==> config.mk <==
export PLATFORM = sky130hd
export DESIGN_NAME = encoder_speed_estimator_flat
export DESIGN_NICKNAME = d
export VERILOG_FILES = /design/src/hw/rtl/esp_pkg.sv /design/src/hw/rtl/esp_if.sv /design/src/hw/rtl/encoder_speed_estimator.sv /design/src/hw/rtl/esp_div.sv /design/src/hw/rtl/esp_ring.sv /design/src/flat_wrapper.sv
export VERILOG_INCLUDE_DIRS = /design/src /design/src/hw/rtl
export SDC_FILE = /design/constraint.sdc
export NUM_CORES = 1
export LEC_CHECK = 0
export ABC_CLOCK_PERIOD_IN_PS = 7100
export BUFFER_PORTS_ARGS = -buffer_cell sky130_fd_sc_hd__buf_2
export CELL_PAD_IN_SITES_DETAIL_PLACEMENT = 1
export CELL_PAD_IN_SITES_GLOBAL_PLACEMENT = 1
export CORE_ASPECT_RATIO = 1.1
export CORE_MARGIN = 2
export CORE_UTILIZATION = 45
export DETAILED_ROUTE_END_ITERATION = 8
export HOLD_SLACK_MARGIN = 0.15
export MAX_ROUTING_LAYER = met4
export PLACE_DENSITY_LB_ADDON = 0.1
export SYNTH_ARGS = -nofsm -noshare
export SYNTH_HDL_FRONTEND = slang
export SYNTH_HIERARCHICAL = 1
export SYNTH_SLANG_ARGS = --single-unit
==> constraint.sdc <==
create_clock -name clk -period 7.1 [get_ports clk]
set_clock_uncertainty 0.05 [all_clocks]
set_input_delay 1.42 -clock clk [delete_from_list [all_inputs] [get_ports clk]]
set_output_delay 1.42 -clock clk [all_outputs]
set_load 0.1 [all_outputs]
==> src/hw/rtl/assert_macros.svh <==
// assertion macros shared by the rtl modules
// expects clk and arst_n in the scope of each use
`ifndef ASSERT_MACROS_SVH
`define ASSERT_MACROS_SVH

// property checked at every edge outside reset
`define ASSERT_CLK(lbl, prop, msg) \
	lbl: assert property (@(posedge clk) disable iff (!arst_n) (prop)) else $error(msg);

// antecedent implies consequent in the next cycle
`define ASSERT_NEXT(lbl, ante, cons, msg) \
	lbl: assert property (@(posedge clk) disable iff (!arst_n) (ante) |=> (cons)) \
		else $error(msg);

`endif

==> src/hw/rtl/esp_pkg.sv <==
// shared types and constants of the encoder speed estimator
// no dependencies
package esp_pkg;

	localparam int REQ_W   = 2;
	localparam int TS_W    = 32;
	localparam int REG_W   = 20;
	localparam int SPEED_W = 21;
	localparam int CFG_IDX_W = 2;

	// speed scale: microseconds per second
	localparam logic [REG_W-1:0] SPEED_SCALE    = 20'd1000000;
	localparam logic [REG_W-1:0] THRESH_RESET   = 20'd800;
	localparam logic [REG_W-1:0] DEADBAND_RESET = 20'd100;

	// request codes
	typedef enum logic [REQ_W-1:0] {
		REQ_EDGE  = 2'd0,
		REQ_START = 2'd1,
		REQ_STOP  = 2'd2
	} req_t;

	// configuration register indexes
	typedef enum logic [CFG_IDX_W-1:0] {
		CFG_THRESH   = 2'd0,
		CFG_DEADBAND = 2'd1
	} cfg_idx_t;

	// divider status toward the sequencer
	typedef struct packed {
		logic busy;
		logic done;
	} div_stat_t;

endpackage

==> src/hw/rtl/esp_if.sv <==
// valid/ready channel interfaces: event, result and configuration write
// depends on esp_pkg
interface esp_evt_if;
	logic                        valid;
	logic                        ready;
	logic [esp_pkg::REQ_W-1:0]   req_type;
	logic [esp_pkg::TS_W-1:0]    timestamp_us;
	logic                        dir_level;

	modport source (output valid, req_type, timestamp_us, dir_level, input ready);
	modport sink   (input valid, req_type, timestamp_us, dir_level, output ready);
endinterface

interface esp_res_if;
	logic                               valid;
	logic                               ready;
	logic signed [esp_pkg::SPEED_W-1:0] speed_pps;
	logic signed [esp_pkg::SPEED_W-1:0] speed_deadbanded;
	logic signed [esp_pkg::SPEED_W-1:0] average_pps;
	logic [esp_pkg::TS_W-1:0]           tau_us;
	logic                               tau_captured;

	modport source (output valid, speed_pps, speed_deadbanded, average_pps, tau_us,
		tau_captured, input ready);
	modport sink   (input valid, speed_pps, speed_deadbanded, average_pps, tau_us,
		tau_captured, output ready);
endinterface

interface esp_cfg_if;
	logic                            valid;
	logic                            ready;
	logic [esp_pkg::CFG_IDX_W-1:0]   index;
	logic [esp_pkg::REG_W-1:0]       data;

	modport source (output valid, index, data, input ready);
	modport sink   (input valid, index, data, output ready);
endinterface

==> src/hw/rtl/encoder_speed_estimator.sv <==
// encoder speed estimator top level: sequencer, state and result register
// depends on esp_pkg, esp_if, esp_div, esp_ring and assert_macros.svh
//
// Usage:
//   evt carries one event word: req_type (edge, start, stop), timestamp_us
//   and dir_level. res returns exactly one result word per event. cfg writes
//   the speed threshold (index 0) and dead band (index 1); cfg is always
//   ready and must only be written while the block is idle.
//   An edge runs two divisions on one shared restoring divider, one quotient
//   bit per cycle: 1000000 / period, then |window sum| / (RING_DEPTH-1).
//   The divider takes SUM_W = 21 + clog2(RING_DEPTH) bit dividends. An edge
//   passes the speed division, the sum update, the average division and
//   the done state before its result is registered; a start, stop or unused
//   code goes straight to the done state. evt is ready only between events.
//   The result sits in an output register, so the next event is accepted
//   while a result still waits; a stalled receiver holds the sequencer only
//   when a second result is ready to load.
//   Reset clears the sequencer state, the ring valid bits and the result valid
//   flag, and loads the register reset values; no clearing pass is needed.
`include "assert_macros.svh"

module encoder_speed_estimator #(
	parameter int RING_DEPTH  = 10,
	parameter int PERIOD_BITS = 16
) (
	input logic    clk,
	input logic    arst_n,
	esp_evt_if.sink   evt,
	esp_res_if.source res,
	esp_cfg_if.sink   cfg
);

	localparam int SPEED_W = esp_pkg::SPEED_W;
	localparam int REG_W   = esp_pkg::REG_W;
	localparam int TS_W    = esp_pkg::TS_W;
	localparam int HEAD_W  = $clog2(RING_DEPTH);
	localparam int SUM_W   = SPEED_W + $clog2(RING_DEPTH);
	localparam logic [HEAD_W-1:0] LAST = HEAD_W'(RING_DEPTH - 1);

	typedef enum logic [4:0] {
		S_IDLE = 5'b00001,
		S_SPD  = 5'b00010,
		S_SUM  = 5'b00100,
		S_AVG  = 5'b01000,
		S_DONE = 5'b10000
	} state_t;

	state_t state_q;

	logic [REG_W-1:0]          thresh_q;
	logic [REG_W-1:0]          deadband_q;
	logic [TS_W-1:0]           last_edge_q;
	logic [TS_W-1:0]           start_q;
	logic [TS_W-1:0]           ts_q;
	logic [TS_W-1:0]           tau_q;
	logic                      tau_done_q;
	logic                      dir_q;
	logic [HEAD_W-1:0]         head_q;
	logic signed [SPEED_W-1:0] newest_q;
	logic signed [SUM_W-1:0]   sum_q;
	logic signed [SPEED_W-1:0] avg_q;

	logic                      out_vld_q;
	logic signed [SPEED_W-1:0] out_spd_q;
	logic signed [SPEED_W-1:0] out_db_q;
	logic signed [SPEED_W-1:0] out_avg_q;
	logic [TS_W-1:0]           out_tau_q;
	logic                      out_tau_done_q;

	logic                      accept;
	logic                      is_edge;
	logic [HEAD_W-1:0]         head_nxt;
	logic [HEAD_W-1:0]         oldest;
	logic [TS_W-1:0]           ts_diff;
	logic [PERIOD_BITS-1:0]    per_raw;
	logic [PERIOD_BITS-1:0]    per_fix;
	logic                      sum_neg;
	logic [SUM_W-1:0]          sum_abs;
	logic                      div_start;
	logic [SUM_W-1:0]          div_dvd;
	logic [PERIOD_BITS-1:0]    div_dvs;
	esp_pkg::div_stat_t        div_stat;
	logic [SUM_W-1:0]          div_quo;
	logic [REG_W-1:0]          mag;
	logic signed [SPEED_W-1:0] mag_s;
	logic signed [SPEED_W-1:0] spd_new;
	logic signed [SPEED_W-1:0] ring_old;
	logic                      ring_wr;
	logic [SPEED_W-1:0]        newest_abs;
	logic                      below_db;
	logic signed [SPEED_W-1:0] avg_mag;
	logic                      out_free;

	// handshakes
	assign evt.ready = (state_q == S_IDLE);
	assign cfg.ready = 1'b1;
	assign accept    = evt.valid && evt.ready;
	assign is_edge   = (evt.req_type == esp_pkg::REQ_EDGE);
	assign out_free  = !out_vld_q || res.ready;

	// ring pointers: next head and the entry leaving the window
	assign head_nxt = (head_q >= LAST) ? '0 : head_q + HEAD_W'(1);
	assign oldest   = (head_nxt == LAST) ? '0 : head_nxt + HEAD_W'(1);

	// period since last edge, zero counts as one
	assign ts_diff = evt.timestamp_us - last_edge_q;
	assign per_raw = ts_diff[PERIOD_BITS-1:0];
	assign per_fix = (per_raw == '0) ? PERIOD_BITS'(1) : per_raw;

	// window sum magnitude for the average division
	assign sum_neg = sum_q[SUM_W-1];
	assign sum_abs = sum_neg ? SUM_W'(-sum_q) : SUM_W'(sum_q);

	// divider operand select
	assign div_start = (accept && is_edge) || (state_q == S_SUM);
	assign div_dvd   = (state_q == S_SUM) ? sum_abs : SUM_W'(esp_pkg::SPEED_SCALE);
	assign div_dvs   = (state_q == S_SUM) ? PERIOD_BITS'(RING_DEPTH - 1) : per_fix;

	esp_div #(
		.DVD_W (SUM_W),
		.DVS_W (PERIOD_BITS)
	) u_div (
		.clk      (clk),
		.arst_n   (arst_n),
		.start    (div_start),
		.dividend (div_dvd),
		.divisor  (div_dvs),
		.stat     (div_stat),
		.quotient (div_quo)
	);

	// signed speed of the edge
	assign mag     = div_quo[REG_W-1:0];
	assign mag_s   = $signed({1'b0, mag});
	assign spd_new = dir_q ? mag_s : -mag_s;
	assign ring_wr = (state_q == S_SPD) && div_stat.done;

	esp_ring #(
		.DEPTH  (RING_DEPTH),
		.ADDR_W (HEAD_W)
	) u_ring (
		.clk     (clk),
		.arst_n  (arst_n),
		.wr_en   (ring_wr),
		.wr_addr (head_q),
		.wr_data (spd_new),
		.rd_en   (accept && is_edge),
		.rd_addr (oldest),
		.rd_data (ring_old)
	);

	// average from the second division
	assign avg_mag = $signed(div_quo[SPEED_W-1:0]);

	// dead band test on the newest speed
	assign newest_abs = newest_q[SPEED_W-1] ? SPEED_W'(-newest_q) : SPEED_W'(newest_q);
	assign below_db   = newest_abs < {1'b0, deadband_q};

	// configuration registers
	always_ff @(posedge clk or negedge arst_n) begin
		if (!arst_n) begin
			thresh_q   <= esp_pkg::THRESH_RESET;
			deadband_q <= esp_pkg::DEADBAND_RESET;
		end else if (cfg.valid && cfg.ready) begin
			case (cfg.index)
				esp_pkg::CFG_THRESH:   thresh_q   <= cfg.data;
				esp_pkg::CFG_DEADBAND: deadband_q <= cfg.data;
				default: ;
			endcase
		end
	end

	// sequencer and estimator state
	always_ff @(posedge clk or negedge arst_n) begin
		if (!arst_n) begin
			state_q     <= S_IDLE;
			last_edge_q <= '0;
			start_q     <= '0;
			tau_q       <= '0;
			tau_done_q  <= 1'b0;
			head_q      <= '0;
			newest_q    <= '0;
			sum_q       <= '0;
			avg_q       <= '0;
			ts_q        <= '0;
			dir_q       <= 1'b0;
		end else begin
			case (state_q)
				S_IDLE: begin
					if (accept) begin
						ts_q    <= evt.timestamp_us;
						dir_q   <= evt.dir_level;
						state_q <= S_DONE;
						case (evt.req_type)
							esp_pkg::REQ_EDGE: begin
								last_edge_q <= evt.timestamp_us;
								head_q      <= head_nxt;
								state_q     <= S_SPD;
							end
							esp_pkg::REQ_START: start_q <= evt.timestamp_us;
							esp_pkg::REQ_STOP:  tau_done_q <= 1'b0;
							default: ;
						endcase
					end
				end
				S_SPD: begin
					if (div_stat.done) begin
						if (mag >= thresh_q && !tau_done_q) begin
							tau_q      <= ts_q - start_q;
							tau_done_q <= 1'b1;
						end
						newest_q <= spd_new;
						sum_q    <= sum_q + SUM_W'(spd_new) - SUM_W'(ring_old);
						state_q  <= S_SUM;
					end
				end
				S_SUM: state_q <= S_AVG;
				S_AVG: begin
					if (div_stat.done) begin
						avg_q   <= sum_neg ? -avg_mag : avg_mag;
						state_q <= S_DONE;
					end
				end
				S_DONE: begin
					if (out_free) begin
						state_q <= S_IDLE;
					end
				end
				default: state_q <= S_IDLE;
			endcase
		end
	end

	// result register valid
	always_ff @(posedge clk or negedge arst_n) begin
		if (!arst_n) begin
			out_vld_q <= 1'b0;
		end else if (state_q == S_DONE && out_free) begin
			out_vld_q <= 1'b1;
		end else if (res.ready) begin
			out_vld_q <= 1'b0;
		end
	end

	// result register payload
	always_ff @(posedge clk) begin
		if (state_q == S_DONE && out_free) begin
			out_spd_q      <= newest_q;
			out_db_q       <= below_db ? '0 : newest_q;
			out_avg_q      <= avg_q;
			out_tau_q      <= tau_q;
			out_tau_done_q <= tau_done_q;
		end
	end

	assign res.valid            = out_vld_q;
	assign res.speed_pps        = out_spd_q;
	assign res.speed_deadbanded = out_db_q;
	assign res.average_pps      = out_avg_q;
	assign res.tau_us           = out_tau_q;
	assign res.tau_captured     = out_tau_done_q;

	`ASSERT_CLK(a_div_done_phase,
		div_stat.done |-> (state_q == S_SPD || state_q == S_AVG),
		"divider finished outside a division phase")
	`ASSERT_NEXT(a_edge_divides, accept && is_edge,
		div_stat.busy && state_q == S_SPD, "edge did not start the speed division")
	`ASSERT_CLK(a_tau_clear_stop,
		$fell(tau_done_q) |-> $past(accept && evt.req_type == esp_pkg::REQ_STOP),
		"tau flag cleared without a stop event")

endmodule

==> src/hw/rtl/esp_div.sv <==
// shared restoring divider, one quotient bit per cycle
// depends on esp_pkg and assert_macros.svh
`include "assert_macros.svh"

module esp_div #(
	parameter int DVD_W = 25,
	parameter int DVS_W = 16
) (
	input  logic                   clk,
	input  logic                   arst_n,
	input  logic                   start,
	input  logic [DVD_W-1:0]       dividend,
	input  logic [DVS_W-1:0]       divisor,
	output esp_pkg::div_stat_t     stat,
	output logic [DVD_W-1:0]       quotient
);

	localparam int CNT_W = $clog2(DVD_W + 1);

	logic             busy_q;
	logic             done_q;
	logic [CNT_W-1:0] cnt_q;
	logic [DVS_W-1:0] rem_q;
	logic [DVS_W-1:0] dvs_q;
	logic [DVD_W-1:0] quo_q;

	logic [DVS_W:0] trial;
	logic [DVS_W:0] diff;
	logic           fits;

	// trial subtract of the shifted remainder
	assign trial = {rem_q, quo_q[DVD_W-1]};
	assign diff  = trial - {1'b0, dvs_q};
	assign fits  = trial >= {1'b0, dvs_q};

	// control
	always_ff @(posedge clk or negedge arst_n) begin
		if (!arst_n) begin
			busy_q <= 1'b0;
			done_q <= 1'b0;
			cnt_q  <= '0;
		end else begin
			done_q <= 1'b0;
			if (start) begin
				busy_q <= 1'b1;
				cnt_q  <= CNT_W'(DVD_W);
			end else if (busy_q) begin
				cnt_q <= cnt_q - CNT_W'(1);
				if (cnt_q == CNT_W'(1)) begin
					busy_q <= 1'b0;
					done_q <= 1'b1;
				end
			end
		end
	end

	// datapath
	always_ff @(posedge clk) begin
		if (start) begin
			quo_q <= dividend;
			rem_q <= '0;
			dvs_q <= divisor;
		end else if (busy_q) begin
			rem_q <= fits ? diff[DVS_W-1:0] : trial[DVS_W-1:0];
			quo_q <= {quo_q[DVD_W-2:0], fits};
		end
	end

	assign stat.busy = busy_q;
	assign stat.done = done_q;
	assign quotient  = quo_q;

	`ASSERT_CLK(a_no_restart, start |-> !busy_q, "divider started while busy")
	`ASSERT_NEXT(a_start_busy, start, busy_q && !done_q, "divider did not go busy")

endmodule

==> src/hw/rtl/esp_ring.sv <==
// speed history ring: one write and one registered read port, per-entry valid
// bits so entries not yet written read as zero; depends on esp_pkg
module esp_ring #(
	parameter int DEPTH  = 10,
	parameter int ADDR_W = 4
) (
	input  logic                               clk,
	input  logic                               arst_n,
	input  logic                               wr_en,
	input  logic [ADDR_W-1:0]                  wr_addr,
	input  logic signed [esp_pkg::SPEED_W-1:0] wr_data,
	input  logic                               rd_en,
	input  logic [ADDR_W-1:0]                  rd_addr,
	output logic signed [esp_pkg::SPEED_W-1:0] rd_data
);

	logic signed [esp_pkg::SPEED_W-1:0] mem [DEPTH];
	logic [DEPTH-1:0]                   vld_q;
	logic signed [esp_pkg::SPEED_W-1:0] rd_q;
	logic                               rd_vld_q;

	// storage write and registered read
	always_ff @(posedge clk) begin
		if (wr_en) begin
			mem[wr_addr] <= wr_data;
		end
		if (rd_en) begin
			rd_q <= mem[rd_addr];
		end
	end

	// valid bits, cleared at reset
	always_ff @(posedge clk or negedge arst_n) begin
		if (!arst_n) begin
			vld_q    <= '0;
			rd_vld_q <= 1'b0;
		end else begin
			if (wr_en) begin
				vld_q[wr_addr] <= 1'b1;
			end
			if (rd_en) begin
				rd_vld_q <= vld_q[rd_addr];
			end
		end
	end

	assign rd_data = rd_vld_q ? rd_q : '0;

endmodule
==> src/flat_wrapper.sv <==
// flat-port wrapper written by rule: the top's interface ports become plain ports
module encoder_speed_estimator_flat 
#(
	parameter int RING_DEPTH  = 10,
	parameter int PERIOD_BITS = 16
)
  (clk, arst_n, evt_valid, evt_req_type, evt_timestamp_us, evt_dir_level, evt_ready, res_valid, res_speed_pps, res_speed_deadbanded, res_average_pps, res_tau_us, res_tau_captured, res_ready, cfg_valid, cfg_index, cfg_data, cfg_ready);
  esp_evt_if evt_i ();
  esp_res_if res_i ();
  esp_cfg_if cfg_i ();
  input logic clk;
  input logic arst_n;
  input wire logic [$bits(evt_i.valid)-1:0] evt_valid;
  input wire logic [$bits(evt_i.req_type)-1:0] evt_req_type;
  input wire logic [$bits(evt_i.timestamp_us)-1:0] evt_timestamp_us;
  input wire logic [$bits(evt_i.dir_level)-1:0] evt_dir_level;
  output wire logic [$bits(evt_i.ready)-1:0] evt_ready;
  output wire logic [$bits(res_i.valid)-1:0] res_valid;
  output wire logic [$bits(res_i.speed_pps)-1:0] res_speed_pps;
  output wire logic [$bits(res_i.speed_deadbanded)-1:0] res_speed_deadbanded;
  output wire logic [$bits(res_i.average_pps)-1:0] res_average_pps;
  output wire logic [$bits(res_i.tau_us)-1:0] res_tau_us;
  output wire logic [$bits(res_i.tau_captured)-1:0] res_tau_captured;
  input wire logic [$bits(res_i.ready)-1:0] res_ready;
  input wire logic [$bits(cfg_i.valid)-1:0] cfg_valid;
  input wire logic [$bits(cfg_i.index)-1:0] cfg_index;
  input wire logic [$bits(cfg_i.data)-1:0] cfg_data;
  output wire logic [$bits(cfg_i.ready)-1:0] cfg_ready;
  assign evt_i.valid = evt_valid;
  assign evt_i.req_type = evt_req_type;
  assign evt_i.timestamp_us = evt_timestamp_us;
  assign evt_i.dir_level = evt_dir_level;
  assign evt_ready = evt_i.ready;
  assign res_valid = res_i.valid;
  assign res_speed_pps = res_i.speed_pps;
  assign res_speed_deadbanded = res_i.speed_deadbanded;
  assign res_average_pps = res_i.average_pps;
  assign res_tau_us = res_i.tau_us;
  assign res_tau_captured = res_i.tau_captured;
  assign res_i.ready = res_ready;
  assign cfg_i.valid = cfg_valid;
  assign cfg_i.index = cfg_index;
  assign cfg_i.data = cfg_data;
  assign cfg_ready = cfg_i.ready;
  encoder_speed_estimator #(.RING_DEPTH(RING_DEPTH), .PERIOD_BITS(PERIOD_BITS)) u_core (.clk(clk), .arst_n(arst_n), .evt(evt_i), .res(res_i), .cfg(cfg_i));
endmodule
==> results.sh <==
export IMPL_outcome="completed"
export IMPL_cts_sinks=633
export IMPL_ys_warn_count=6
export IMPL_layout_drive_gt1_share_pct=18.0
export IMPL_drv_slew=0
export IMPL_finalSetupTns_ns=0
export IMPL_cts_path_max_buffers=3
export IMPL_cp_required_ns=7.53
export IMPL_synth_nets=2866
export IMPL_drv_cap=0
export IMPL_worst_pin_slew_ns=1.15
export IMPL_period_minus_slack_ns=6.07
export IMPL_routed_top_layer="met4"
export IMPL_nFillCells=7191
export IMPL_wl_per_cell_microns=20.4
export IMPL_first_pass_iters=7
export IMPL_antenna_found_initial=3
export IMPL_multiInputGateArea_sq_um=12700
export IMPL_area_delta_synth_final_pct=13.4
export IMPL_rsz0062_at_grt="false"
export IMPL_ios=161
export IMPL_grt_first_pass_wirelength_mm=122
export IMPL_hold_buffers=0
export IMPL_syn_area_per_cell_sq_um=11.9
export IMPL_ant_nets=0
export IMPL_worst_path_max_fanout=13
export IMPL_cts_buffers=71
export IMPL_cts_root_buf="clkbuf_16"
export IMPL_slew_headroom_pct=22.6
export IMPL_hold_class="register to register"
export IMPL_post_cts_buffers=0
export IMPL_hold_viol_final=0
export IMPL_core_area_sq_um=69100
export IMPL_syn_area_sq_um=31500
export IMPL_cts_tree="done"
export IMPL_timing_final_crit_share_pct=85.5
export IMPL_portBuffers=159
export IMPL_drcViolationCount=0
export IMPL_fmax_mhz=165
export IMPL_die_width_microns=256
export IMPL_setup_worst_path_start_class="register"
export IMPL_r2r_slack_ns=1.03
export IMPL_end_kind="register"
export IMPL_viasPerCell=5.40
export IMPL_row_count=101
export IMPL_insertion_delay_ns=0.61
export IMPL_start_util_pct=45.6
export IMPL_grt_max_degree=147
export IMPL_ff_latch_area_sq_um=17600
export IMPL_nets=3018
export IMPL_cts_resized=0
export IMPL_clk_pin_slew_ns=0.06
export IMPL_gr_total_overflow=0
export IMPL_drt_met1_wl_mm=34.7
export IMPL_worstPathArrival_ns=6.50
export IMPL_first_global_vias=21800
export IMPL_cts_max_level=3
export IMPL_globalplace_congestion=0.826
export IMPL_initialDrtViolationCount=1183
export IMPL_wl_met2_mm=38.5
export IMPL_syn_inst=2643
export IMPL_vias=20400
export IMPL_dpl_hpwl_mm=53.2
export IMPL_die_area_sq_um=72200
export IMPL_wl_mm=77.3
export IMPL_die_h_microns=282
export IMPL_fin_hold_ws_ns=0.394
export IMPL_crit_type="register to register"
export IMPL_wl_met3_mm=2.41
export IMPL_setup_viol_count_final=0
export IMPL_gr_usage_all_layers_pct=22.2
layout make-up:
class                      count  share of cell area (%)
multi-input combinational   1665                    35.4
inverter                     242                    2.54
timing repair buffer         182                    2.77
antenna                        3                  0.0210
sequential                   633                    49.3
tap                          927                    3.25
clock buffer                  98                    5.63
clock inverter                34                    1.06
registers in the layout (all words and copies together), names as in the netlist, 4 cells and up:
| name | flops |
|---|---|
| u_core/u_ring/mem | 210 |
| u_core/res.tau_us | 32 |
| u_core/start_q | 32 |
| u_core/tau_q | 32 |
| u_core/ts_q | 32 |
| u_core/sum_q | 25 |
| u_core/u_div/quotient | 25 |
| u_core/avg_q | 21 |
| u_core/newest_q | 21 |
| u_core/res.average_pps | 21 |
| u_core/res.speed_deadbanded | 21 |
| u_core/res.speed_pps | 21 |
| u_core/u_ring/rd_q | 21 |
| u_core/deadband_q | 20 |
| u_core/thresh_q | 20 |
| u_core/last_edge_q | 16 |
| u_core/u_div/dvs_q | 16 |
| u_core/u_div/rem_q | 16 |
| u_core/u_ring/vld_q | 10 |
| u_core/state_q | 5 |
| u_core/u_div/cnt_q | 5 |
| u_core/head_q | 4 |
critical path, cell delays in order, from the launching register on:
cell and delay [ns]:
edfxtp_1 0.58, or3_4 0.42, or4_4 0.45, or4_4 0.47, or3_4 0.37, nor2b_1 0.15, xnor2_1 0.39, fa_1 0.49
inv_1 0.07, ha_1 0.25, a211o_1 0.13, a21oi_1 0.05, and2_1 0.17, a21o_1 0.21, o311ai_0 0.98, a211oi_1 0.25
xnor2_1 0.23, nor2_1 0.06, xor2_1 0.17
cell usage in the layout (no fill, tap or decap), types with 45 or more instances in the layout:
cell and instances:
edfxtp_1 368, nand2_1 246, dfrtp_1 242, inv_1 240, o21ai_0 190, buf_2 158
ha_1 134, nor2_1 130, mux2_2 118, xnor2_1 106, a21oi_1 80, clkbuf_16 72
xor2_1 52, a21o_1 45
routing by layer:
| metal | GRT usage (%) | up-vias |
|---|---|---|
| li1 | - | 9698 |
| met5 | - | - |
| met2 | 37.7 | 313 |
| met1 | 28.1 | 10300 |
| met4 | 6.39 | 0 |
| met3 | 2.78 | 101 |
stage by stage:
stage	utilization (%)	instances	setup WS (ns)	cell area, sq um
global route	51.7	3784	0.690	35700
finish	51.7	3784	1.03	35700
floorplan	-	2643	0.362	31500
detailed placement	48.2	3649	1.13	33300
CTS	51.7	3781	1.08	35700
global placement	48.2	3649	1.24	33300
final timing paths:
kind                                                          from                         endpoint  cells past startpoint
worst max-delay path            u_core/u_div/quotient[0]$_DFFE_PP_     u_core/sum_q[24]$_DFFE_PN0P_                     18
worst min-delay path                  u_core/tau_q[30]$_DFFE_PN0P_  u_core/res.tau_us[30]$_DFFE_PP_                      0
worst max register to register  u_core/u_div/quotient[0]$_DFFE_PP_     u_core/sum_q[24]$_DFFE_PN0P_                     18
worst min register to register        u_core/tau_q[30]$_DFFE_PN0P_  u_core/res.tau_us[30]$_DFFE_PP_                      0
max in group asynchronous                                   arst_n      u_core/avg_q[3]$_DFFE_PN0P_                      2
min in group asynchronous                                   arst_n   u_core/start_q[26]$_DFFE_PN0P_                      1
Power is not shown: default switching activity piles up to over one toggle a cycle in this logic, so the estimate is an artifact.
